$ cat config.mk
export PLATFORM = sky130hd
export DESIGN_NAME = pmes_merge
export DESIGN_NICKNAME = d
export VERILOG_FILES = /design/src/rtl/core/pmes_pkg.sv /design/src/rtl/core/pmes_merge.sv
export SDC_FILE = /design/constraint.sdc
export NUM_CORES = 1
export LEC_CHECK = 0
export ABC_AREA = 0
export ABC_CLOCK_PERIOD_IN_PS = 800
export BUFFER_PORTS_ARGS = -buffer_cell sky130_fd_sc_hd__clkbuf_2
export CAP_MARGIN = 25
export CORE_AREA = 2 2 287 289
export CTS_CLUSTER_DIAMETER = 120
export CTS_CLUSTER_SIZE = 10
export DETAILED_ROUTE_END_ITERATION = 6
export DIE_AREA = 0 0 289 291
export PLACE_DENSITY_LB_ADDON = 0.1
export SYNTH_ARGS = -nofsm -noshare
export SYNTH_HDL_FRONTEND = slang
export SYNTH_SLANG_ARGS = --single-unit
$ cat constraint.sdc
create_clock -name clk -period 0.8 [get_ports clk]
set_input_delay 0.12 -clock clk [delete_from_list [all_inputs] [get_ports clk]]
set_output_delay 0.12 -clock clk [all_outputs]
set_load 0.01 [all_outputs]
$ cat src/rtl/core/pmes_pkg.sv
// Shared types, constants and saturation helpers for the point-mass integrator.
// No dependencies; used by the lane, merge and top-level modules.
package pmes_pkg;

  localparam int VAL_W  = 32;               // Q16.16 values
  localparam int POS_W  = 48;               // Q32.16 position
  localparam int FRAC_W = 16;
  localparam int DT_W   = 16;               // unsigned Q0.16 step
  localparam int FSUM_W = VAL_W + 1;        // thrust + drag, exact
  localparam int OP_W   = VAL_W + 1;        // multiplier operand width
  localparam int PROD_W = 2 * VAL_W + 1;    // widest product kept
  localparam int SH_W   = PROD_W - FRAC_W;  // product after the Q shift
  localparam int SUM_W  = POS_W + 2;        // accumulate before saturation
  localparam int NLANES = 3;

  typedef enum logic [1:0] {
    S_IDLE,
    S_RUN,
    S_DONE
  } state_t;

  typedef enum logic [2:0] {
    P_FORCE,
    P_ACC,
    P_ADT,
    P_VEL,
    P_VDT,
    P_POS
  } phase_t;

  typedef enum logic {
    CFG_INV_MASS  = 1'b0,
    CFG_TIME_STEP = 1'b1
  } cfg_idx_t;

  typedef struct packed {
    logic   capture;  // latch step operands
    logic   load;     // load initial position and velocity
    logic   run;      // sequencer active
    phase_t phase;
  } lane_ctrl_t;

  typedef struct packed {
    logic signed [POS_W-1:0] pos;
    logic signed [VAL_W-1:0] vel;
    logic signed [VAL_W-1:0] acc;
  } lane_res_t;

  function automatic logic signed [VAL_W-1:0] sat_val(input logic signed [SUM_W-1:0] v);
    logic signed [VAL_W-1:0] r;
    if (&v[SUM_W-1:VAL_W-1] || ~|v[SUM_W-1:VAL_W-1]) begin
      r = v[VAL_W-1:0];
    end else if (v[SUM_W-1]) begin
      r = {1'b1, {(VAL_W-1){1'b0}}};
    end else begin
      r = {1'b0, {(VAL_W-1){1'b1}}};
    end
    return r;
  endfunction

  function automatic logic signed [POS_W-1:0] sat_pos(input logic signed [SUM_W-1:0] v);
    logic signed [POS_W-1:0] r;
    if (&v[SUM_W-1:POS_W-1] || ~|v[SUM_W-1:POS_W-1]) begin
      r = v[POS_W-1:0];
    end else if (v[SUM_W-1]) begin
      r = {1'b1, {(POS_W-1){1'b0}}};
    end else begin
      r = {1'b0, {(POS_W-1){1'b1}}};
    end
    return r;
  endfunction

endpackage

$ cat src/rtl/core/pmes_merge.sv
// Merge stage: gathers the three lane results and the step count into the
// output register and runs the output handshake. Uses pmes_pkg.
module pmes_merge (
  input  logic                          clk,
  input  logic                          rst,
  input  logic                          load,
  input  pmes_pkg::lane_res_t           lane_res [pmes_pkg::NLANES],
  input  logic [pmes_pkg::VAL_W-1:0]    steps,
  input  logic                          out_stall,
  output logic                          out_valid,
  output logic                          free,
  output pmes_pkg::lane_res_t           res_q [pmes_pkg::NLANES],
  output logic [pmes_pkg::VAL_W-1:0]    steps_q
);

  assign free = !out_valid || !out_stall;

  always_ff @(posedge clk) begin
    if (rst) begin
      out_valid <= 1'b0;
    end else if (load) begin
      out_valid <= 1'b1;
    end else if (!out_stall) begin
      out_valid <= 1'b0;
    end
  end

  always_ff @(posedge clk) begin
    if (load) begin
      for (int i = 0; i < pmes_pkg::NLANES; i++) begin
        res_q[i] <= lane_res[i];
      end
      steps_q <= steps;
    end
  end

endmodule

Word level (Yosys, flattened, before mapping)
Index checks and enable logic that the tools add are counted.
{ "totals": {"register_bits": 369, "inputBits": 372, "output_inout_bits": 370} }
{ "classes": {"eq_ne": 1, "mux": 2, "n_reduce_logical": 3} }
{ "ops": {"columns": ["op", "count"], "rows": [
  ["1-bit zero test", 2],
  ["1-bit 2-to-1 mux", 2],
  ["2-bit inequality test (second input constant)", 1],
  ["1-bit logical OR", 1]
]} }

Depth between registers and ports, before layout
Gate-level depths: netlist (run 1).
{ "depth": {"word_depth": 2, "depth_mapped": 2, "mapped_depth_nobuf": 2} }

Least setup slack after synthesis (run 1)
No wires, ideal clock.
{ "synth_timing": {"kind": "reg-to-reg", "startpoint": "reg out_valid (netlist name)", "endpoint": "reg out_valid", "path_buffers": 0, "arrival_ns": 0.487, "path_stages_with_launch": 3, "setup_time_ns": 0.114, "slack_ns": 0.199, "period_less_slack_ns": 0.601, "path_cell_list": "dfxtp_1 -> a21oi_1 -> nor2_1"} }
{ "synth_lines": {"columns": ["item", "line", "source"], "rows": [
  ["end signal, assigned", "pmes_merge.sv:20", "out_valid <= 1'b0;"],
  ["end signal, assigned", "pmes_merge.sv:22", "out_valid <= 1'b1;"],
  ["end signal, assigned", "pmes_merge.sv:24", "out_valid <= 1'b0;"],
  ["end, declared", "pmes_merge.sv:10", "output logic out_valid,"]
]} }

Worst setup path in the final report (run 1)
{ "layout_timing": {"startpoint": "reg res_q[213] (netlist name)", "endpoint": "out res_q[213] (netlist name)"} }
{ "layout_lines": {"columns": ["item", "line", "source"], "rows": [
  ["start, declared", "pmes_merge.sv:12", "output pmes_pkg::lane_res_t res_q [pmes_pkg::NLANES],"],
  ["start signal, assigned by index", "pmes_merge.sv:31", "res_q[i] <= lane_res[i];"]
]} }
No word-level cell between the ends.

==> impl_metrics.tcl, run 1 <==
set metrics [dict create \
    status "complete, but fails checks" \
    violations "setup timing" \
    tns_ns -138.24 \
    crit_buf_inv 1 \
    drive_gt1_frac 0.524 \
    routed_wl_mm 42.1 \
    power.total_mw 46.4 \
    crit_path_end_kind "output pin" \
    netlist_instances 372 \
    place_congestion 0.747 \
    clock_path_buffers 3 \
    clk_pin_slew_ns 0.06 \
    yosys.area.top_type "edfxtp_1" \
    ioPinCount 742 \
    ys_types 5 \
    ys_seq_area_frac 0.999 \
    multi_input_area_um2 20.0 \
    clockRootBuffer "clkbuf_16" \
    cp.arrival_ns 1.15 \
    dieArea_mm2 0.0841 \
    path_cells "clkbuf_2" \
    rsz0062_at_grt "true" \
    finalSetupViolations 370 \
    grt_pass1_wl_mm 59.8 \
    drc 0 \
    seqCellArea_mm2 0.0111 \
    critPathTopFamily "flip-flops" \
    slowest_delay_ns 0.44 \
    path_class "flip-flop to output pin" \
    p_leak_nw 9.08 \
    vias 8362 \
    cp_slowest_cell "edfxtp_1" \
    timing_hold_violations_final 0 \
    cts_tree "built" \
    synth_fp_nets 744 \
    slew_headroom 0.851 \
    critPathLaunchType "flip-flop" \
    cts_num_sinks 369 \
    grt_pass1_vias 9519 \
    tightest_slew_ns 0.223 \
    min_period_ns 1.27 \
    hpwl_mm 33.2 \
    drt-initial-drc-count 280 \
    core_mm2 0.0812 \
    die_y_um 291 \
    htree_levels 2 \
    netlist_area_mm2 0.0111 \
    die_x_um 289 \
    syn_area_per_cell_um2 29.8 \
    synth_area_leaders "edfxtp_1 100%, dfxtp_1 0.18%, a21oi_1 0.045%" \
    worstPathRequired_ns 0.68 \
    timing.final.crit_share 1.59 \
    fin_nets 1936 \
    grt.overflow.total 0 \
    setup_ws_ns -0.471 \
    antenna_left 0 \
    cts_setup_buffers 0 \
    fillers 8463 \
    numCtsBuffers 42 \
    vdd_ir_drop_max_v 0.00137 \
    insertion_delay_ns 0.55 \
    port_buffers 741 \
    clock.fmax_ghz 0.787 \
    final.setup_skew_ns 0 \
    antenna_found_initial 5 \
    postSynthRegisterBits 369 \
    avgViaCountPerCell 3.16 \
    maxCapViolations 0 \
    powerDensity_mw_per_mm2 2150 \
    yosys_warnings 0 \
    hp-class "primary input to flip-flop" \
    start_util 0.137 \
    firstDrtPassIters 4 \
    num_rows 105 \
    drv_slew 0 \
    grt_max_degree 38 \
    syn2layout_area_growth_pct 94.6 \
    yosys.area.top_type_share 0.997 \
    grt_use_total 0.0960 \
    wl_per_cell_um 15.9 \
    critPathMaxFanout 1 \
]
==> synth_stat cells, drive strengths merged <==
| cell type | number |
|---|---|
| a21oi | 1 |
| nor2 | 1 |
| edfxtp | 368 |
| nand2 | 1 |
| dfxtp | 1 |
==> area by class of cell <==
| cell class | instances | share of cell area |
|---|---|---|
| flip-flops and latches | 369 | 0.514 |
| repair buffers | 1148 | 0.369 |
| well taps | 1070 | 0.0621 |
| clock buffers | 54 | 0.0538 |
| multi-input cells | 3 | 0.000928 |
| diodes | 2 | 0.000232 |
==> cell usage in the layout (no fill, tap or decap) <==
| cell type | Yosys | layout |
|---|---|---|
| dfxtp_4 | 0 | 1 |
| diode_2 | 0 | 2 |
| buf_4 | 0 | 20 |
| dlygate4sd3_1 | 0 | 371 |
| buf_2 | 0 | 31 |
| buf_8 | 0 | 2 |
| clkbuf_2 | 0 | 698 |
| buf_6 | 0 | 11 |
| a21oi_1 | 1 | 1 |
| clkbuf_16 | 0 | 45 |
| clkbuf_1 | 0 | 9 |
| nand2_4 | 0 | 1 |
| nor2_1 | 1 | 1 |
| edfxtp_1 | 368 | 368 |
| buf_12 | 0 | 15 |
==> report_power, final <==
part	leakage (nW)	internal (mW)	switching, mW
sequential	3.61	23.0	0.445
clock	0.565	9.97	7.35
combinational	4.90	3.01	2.66
total	9.08	36.0	10.5
==> per-stage QoR <==
step / cell area, µm² / hold slack [ns] / utilization / instances / setup WS (ns)
floorplan: 11100 / 0.192 / - / 372 / 0.199
global placement: 16600 / 0.297 / 0.204 / 2219 / -0.187
detailed placement: 16600 / 0.299 / 0.204 / 2219 / -0.192
CTS: 21500 / 0.00676 / 0.265 / 2644 / -0.531
global route: 21600 / 0.0200 / 0.266 / 2646 / -0.511
finish: 21600 / 0.0426 / 0.266 / 2646 / -0.471
==> routing by layer <==
metal  vias up  wire (µm)  GRT usage
met3        77       3370     0.0293
met1      3991      13700     0.0902
met2       387      23800      0.190
met4         6       1190     0.0363
li1       3901          -          -
met5         -         42          0
==> timing repair <==
item | in CTS | in global routing
gates cloned | 0 | 0
resized for setup | 5 | 61
endpoints found under the setup margin | 370 | 370
endpoints found under the hold margin | 369 | 0
hold buffers | 371 | 0
==> registers in the layout, indices dropped and copies added (netlist names) <==
register and flops:
out_valid 1, res_q 336, steps_q 32
==> worst paths after layout <==
check / start / to / cells after the start / slack (ns)
max reg2reg: out_valid / out_valid / 2 / 0.16
min reg2reg: out_valid / out_valid / 2 / 0.53
min: load / res_q[310] / 2 / 0.04
max: res_q[213] / res_q[213] / 1 / -0.47
==> cell families (layout without fill, tap and decap cells) <==
family                 after synthesis  after routing  synth area share
other                                0              2                 0
buffers and inverters                0           1202                 0
and+or+nand+nor                      2              2          0.000677
AOI/OAI and AO/OA                    1              1          0.000451
DFF                                369            369             0.999
(Power assumes the default switching activity.)
==> run 2, diff against run 1 <==
--- a/config.mk
+++ b/config.mk
@@ -14,7 +14,9 @@
 export CTS_CLUSTER_SIZE = 10
 export DETAILED_ROUTE_END_ITERATION = 6
 export DIE_AREA = 0 0 289 291
+export MAX_ROUTING_LAYER = met4
 export PLACE_DENSITY_LB_ADDON = 0.1
+export SETUP_SLACK_MARGIN = 0.4
 export SYNTH_ARGS = -nofsm -noshare
 export SYNTH_HDL_FRONTEND = slang
 export SYNTH_SLANG_ARGS = --single-unit
==> run 2 against run 1 <==
  * The run ends with hold timing, setup timing left
  * Die area is the same
  * Hold slack got worse by 0.28 ns
  * Clock power about the same
  * Sequential share of layout area increased by 0.75 points
  * Flip-flop and latch count is the same
  * Maximum frequency decreased by 3.5%
  * Wire length is 0.84% higher
  * Register-to-register slack improved by 0.05 ns
  * Setup slack got worse by 0.046 ns
  * Combinational power decreased by 3%
  * Power hardly changed
  * Sequential power about the same
  * Critical path type unchanged
  * Critical endpoint is now res_q[222]
==> impl_metrics.tcl, run 2 (synthesized netlist as in run 1, its figures left out) <==
set metrics [dict create \
    grt_pass1_vias 9293 \
    clock_path_buffers 3 \
    powerDensity_mw_per_mm2 2180 \
    timing_hold_violations_final 114 \
    worst_hold_slack_ns -0.241 \
    ioPinCount 742 \
    slew_headroom 0.781 \
    p_leak_nw 9.49 \
    path_cells "buf_2" \
    p_seq_frac 0.505 \
    clockRootBuffer "clkbuf_16" \
    numCtsBuffers 42 \
    drc 0 \
    place_congestion 0.745 \
    firstDrtPassIters 4 \
    vias 8210 \
    cp.arrival_ns 1.20 \
    regMostFlops "res_q" \
    grt_use_total 0.100 \
    crit_buf_inv 1 \
    worstPathRequired_ns 0.68 \
    port_buffers 741 \
    hp-class "primary input to flip-flop" \
    antenna_found_initial 6 \
    rsz0062_at_grt "true" \
    power.total_mw 46.4 \
    htree_levels 2 \
    violations "hold timing, setup timing" \
    avgViaCountPerCell 3.16 \
    finalSetupViolations 370 \
    grt_pass1_wl_mm 60.0 \
    core_mm2 0.0812 \
    cts_setup_buffers 0 \
    critPathMaxFanout 1 \
    cp_slowest_cell "edfxtp_1" \
    setup_ws_ns -0.517 \
    grt.overflow.total 0 \
    p_clk_frac 0.376 \
    syn2layout_area_growth_pct 91.7 \
    combPwrFrac 0.119 \
    path_class "flip-flop to output pin" \
    stdcell_count 2599 \
    dieArea_mm2 0.0841 \
    antenna_left 0 \
    p_int_mw 35.9 \
    die_x_um 289 \
    drv_slew 0 \
    crit_path_end_kind "output pin" \
    maxCapViolations 0 \
    clk_pin_slew_ns 0.06 \
    status "complete, but fails checks" \
    wl_per_cell_um 16.3 \
    p_sw_mw 10.5 \
    p_sw_frac 0.227 \
    num_rows 105 \
    grt_max_degree 40 \
    holdBufCountCts 326 \
    timing.final.crit_share 1.65 \
    reg_top3 "res_q x336, steps_q x32, out_valid x1" \
    start_util 0.137 \
    routed_wl_mm 42.5 \
    cts_tree "built" \
    drive_gt1_frac 0.539 \
    critPathLaunchType "flip-flop" \
    cts_num_sinks 369 \
    critPathTopFamily "flip-flops" \
    die_y_um 291 \
    vdd_ir_drop_max_v 0.00132 \
    layout_commonest_cell "clkbuf_2" \
    final_cell_mix "689 x clkbuf_2, 368 x edfxtp_1, 254 x dlygate4sd3_1, 71 x dlymetal6s4s_1, 45 x clkbuf_16" \
    drt-initial-drc-count 218 \
    clock.fmax_ghz 0.759 \
    hpwl_mm 33.4 \
    tightest_slew_ns 0.328 \
    fin_nets 1886 \
    final.setup_skew_ns 0 \
    dp_cells 2214 \
    insertion_delay_ns 0.54 \
    slowest_delay_ns 0.45 \
    largest_reg_flops 336 \
    min_period_ns 1.32 \
]
## run 2: changes by cell type in the layout (fill, tap and decap cells not counted), sizes merged
cell          before  now
dlygate4sd3      371  254
dlymetal6s4s       0   71
clkbuf           752  744
buf               79   83
diode              2    5
## run 2: layout make-up
type / instances / area [µm²]
Fill cell: 8504 / 59900
Tap cell: 1070 / 1340
Multi-Input combinational cell: 3 / 18.8
Timing Repair Buffer: 1098 / 7650
Sequential cell: 369 / 11100
Antenna cell: 5 / 12.5
Clock buffer: 54 / 1160
## run 2: routing by layer
| metal | vias up | track usage | wire length [µm] |
|---|---|---|---|
| met3 | 68 | 0.0418 | 4600 |
| met5 | - | - | 0 |
| met1 | 3921 | 0.0950 | 14200 |
| li1 | 3811 | - | - |
| met2 | 410 | 0.182 | 22600 |
| met4 | 0 | 0.0311 | 1080 |
## run 2: power by group through the flow
stage,clock (mW),sequential (mW),combinational [mW]
floorplan,0,24.6,0.00567
global placement,0,23.8,4.22
detailed placement,0,23.8,4.18
CTS,18.5,23.5,5.59
global route,19.1,23.6,5.96
finish,17.5,23.4,5.52
## run 2: timing repair
| action | CTS | global route |
|---|---|---|
| setup endpoints to repair | 443 | 788 |
| endpoints found under the hold margin | 369 | 114 |
| pin swaps | 1 | 0 |
| gates cloned | 1 | 0 |
| gates resized for setup | 11 | 134 |
## run 2: worst paths after layout
| path | from | endpoint | slack (ns) | depth (start not counted) |
|---|---|---|---|---|
| worst max register to register | out_valid | out_valid | 0.21 | 2 |
| worst min-delay path | lane_res[267] | res_q[267] | -0.24 | 1 |
| worst min register to register | out_valid | out_valid | 0.52 | 2 |
| worst max-delay path | res_q[222] | res_q[222] | -0.52 | 1 |
## run 2: stage by stage
stage | setup TNS [ns] | hold WS, ns | area (µm²) | setup WS (ns) | util
final | -138.49 | -0.241 | 21300 | -0.517 | 0.262
after global routing | -164.95 | -0.290 | 21300 | -0.606 | 0.262
after CTS | -163.40 | -0.295 | 21000 | -0.601 | 0.259
after detailed placement | -71.16 | 0.299 | 16500 | -0.236 | 0.204
after global placement | -67.81 | 0.297 | 16500 | -0.229 | 0.204
after floorplan | 0 | 0.185 | 11100 | 0.207 | -
==> run 3, diff against run 2 <==
--- a/config.mk
+++ b/config.mk
@@ -17,6 +17,7 @@
 export MAX_ROUTING_LAYER = met4
 export PLACE_DENSITY_LB_ADDON = 0.1
 export SETUP_SLACK_MARGIN = 0.4
+export SKIP_CTS_REPAIR_TIMING = 1
 export SYNTH_ARGS = -nofsm -noshare
 export SYNTH_HDL_FRONTEND = slang
 export SYNTH_SLANG_ARGS = --single-unit
==> run 3 against run 2 <==
  * The flow still finishes with violations (hold timing, setup timing)
  * First-iteration DRC count grew 21%
  * Non-clock buffer count shrank 199
  * Clock power is essentially flat
  * Largest cell class unchanged
==> impl_metrics.tcl, run 3 (synthesized netlist as in run 1, its figures left out) <==
set metrics [dict create \
    insertion_delay_ns 0.54 \
    min_period_ns 1.32 \
    cts_num_sinks 369 \
    drive_gt1_frac 0.623 \
    grt_pass1_vias 7858 \
    clk_pin_slew_ns 0.06 \
    worstPathRequired_ns 0.68 \
    drt-initial-drc-count 264 \
    num_rows 105 \
    clock.fmax_ghz 0.759 \
    fin_nets 1687 \
    layout_commonest_cell "clkbuf_2" \
    dieArea_mm2 0.0841 \
    rsz0062_at_grt "true" \
    crit_path_end_kind "output pin" \
    critPathMaxFanout 1 \
    cp.arrival_ns 1.20 \
    syn2layout_area_growth_pct 72.9 \
    avgViaCountPerCell 3.12 \
    firstDrtPassIters 4 \
    regMostFlops "res_q" \
    start_util 0.137 \
    grt_pass1_wl_mm 56.3 \
    critPathLaunchType "flip-flop" \
    critPathTopFamily "flip-flops" \
    finalSetupViolations 370 \
    timing.final.crit_share 1.65 \
    grt_max_degree 40 \
    path_cells "buf_2" \
    ioPinCount 742 \
    routed_wl_mm 42.6 \
    port_buffers 741 \
    tightest_slew_ns 0.290 \
    worst_hold_slack_ns -0.258 \
    setup_ws_ns -0.518 \
    hp-class "primary input to flip-flop" \
    reg_top3 "res_q x336, steps_q x32, out_valid x1" \
    cts_tree "built" \
    clock_path_buffers 3 \
    core_mm2 0.0812 \
    numCtsBuffers 42 \
    die_x_um 289 \
    grt.overflow.total 0 \
    timing_hold_violations_final 248 \
    status "complete, but fails checks" \
    crit_buf_inv 1 \
    vdd_ir_drop_max_v 0.00130 \
    cp_slowest_cell "edfxtp_1" \
    clockRootBuffer "clkbuf_16" \
    slowest_delay_ns 0.45 \
    slew_headroom 0.806 \
    violations "hold timing, setup timing" \
    drv_slew 0 \
    antenna_found_initial 5 \
    place_congestion 0.745 \
    die_y_um 291 \
    final_cell_mix "689 x clkbuf_2, 368 x edfxtp_1, 122 x dlygate4sd3_1, 50 x clkbuf_16, 41 x buf_2" \
    tns_ns -138.69 \
    antenna_left 0 \
    htree_levels 2 \
    p_leak_nw 8.07 \
    largest_reg_flops 336 \
    hpwl_mm 33.4 \
    final.setup_skew_ns 0 \
    powerDensity_mw_per_mm2 2380 \
    vias 7487 \
    wl_per_cell_um 17.8 \
    maxCapViolations 0 \
    drc 0 \
    grt_use_total 0.0968 \
    path_class "flip-flop to output pin" \
    pre_cts_ws_ns -0.236 \
]
-- run 3: cell count changes in the layout (fill, tap and decap cells not counted) --
cell / delta
buf_12: -4
clkbuf_16: +5
buf_16: +3
diode_2: -3
dlygate4sd3_1: -132
buf_4: -3
buf_8: -2
dlymetal6s4s_1: -71
buf_6: +6
clkbuf_8: -1
-- run 3: path summary, 6_finish.rpt --
kind	from	endpoint	slack, ns	cells after the start
hold / removal	steps[29]	steps_q[29]	-0.26	1
setup reg to reg	out_valid	out_valid	0.21	2
setup / recovery	res_q[222]	res_q[222]	-0.52	1
hold reg to reg	out_valid	out_valid	0.52	2
-- run 3: per-stage QoR --
step	util	power (mW)	cells	instance area (µm²)	hold slack [ns]
global route	0.236	47.7	2397	19200	-0.296
global placement	0.204	28.1	2214	16500	0.297
floorplan	-	24.6	372	11100	0.185
finish	0.236	45.7	2397	19200	-0.258
CTS	0.218	46.1	2268	17700	-0.331
detailed placement	0.204	28.0	2214	16500	0.299
-- run 3: per-layer routing --
layer	track usage	part of all wire	up-vias	routed length [µm]
li1	-	-	3414	-
met1	0.0902	0.34	3602	14300
met2	0.175	0.53	406	22700
met3	0.0431	0.11	65	4580
met4	0.0304	0.024	0	1030
met5	-	0	-	0
-- run 3: area by class of cell --
class                      count  area (µm²)
clock buffer                  54        1160
multi-input combinational      3        18.8
tap                         1070        1340
fill                        8645       62000
timing repair buffer         899        5570
antenna                        2        5.00
sequential                   369       11100
-- run 3: power breakdown --
group	switching, mW	leakage, nW	internal [mW]
combinational	2.45	3.90	2.27
clock	7.55	0.565	9.97
sequential	0.434	3.61	23.0
total	10.4	8.07	35.2
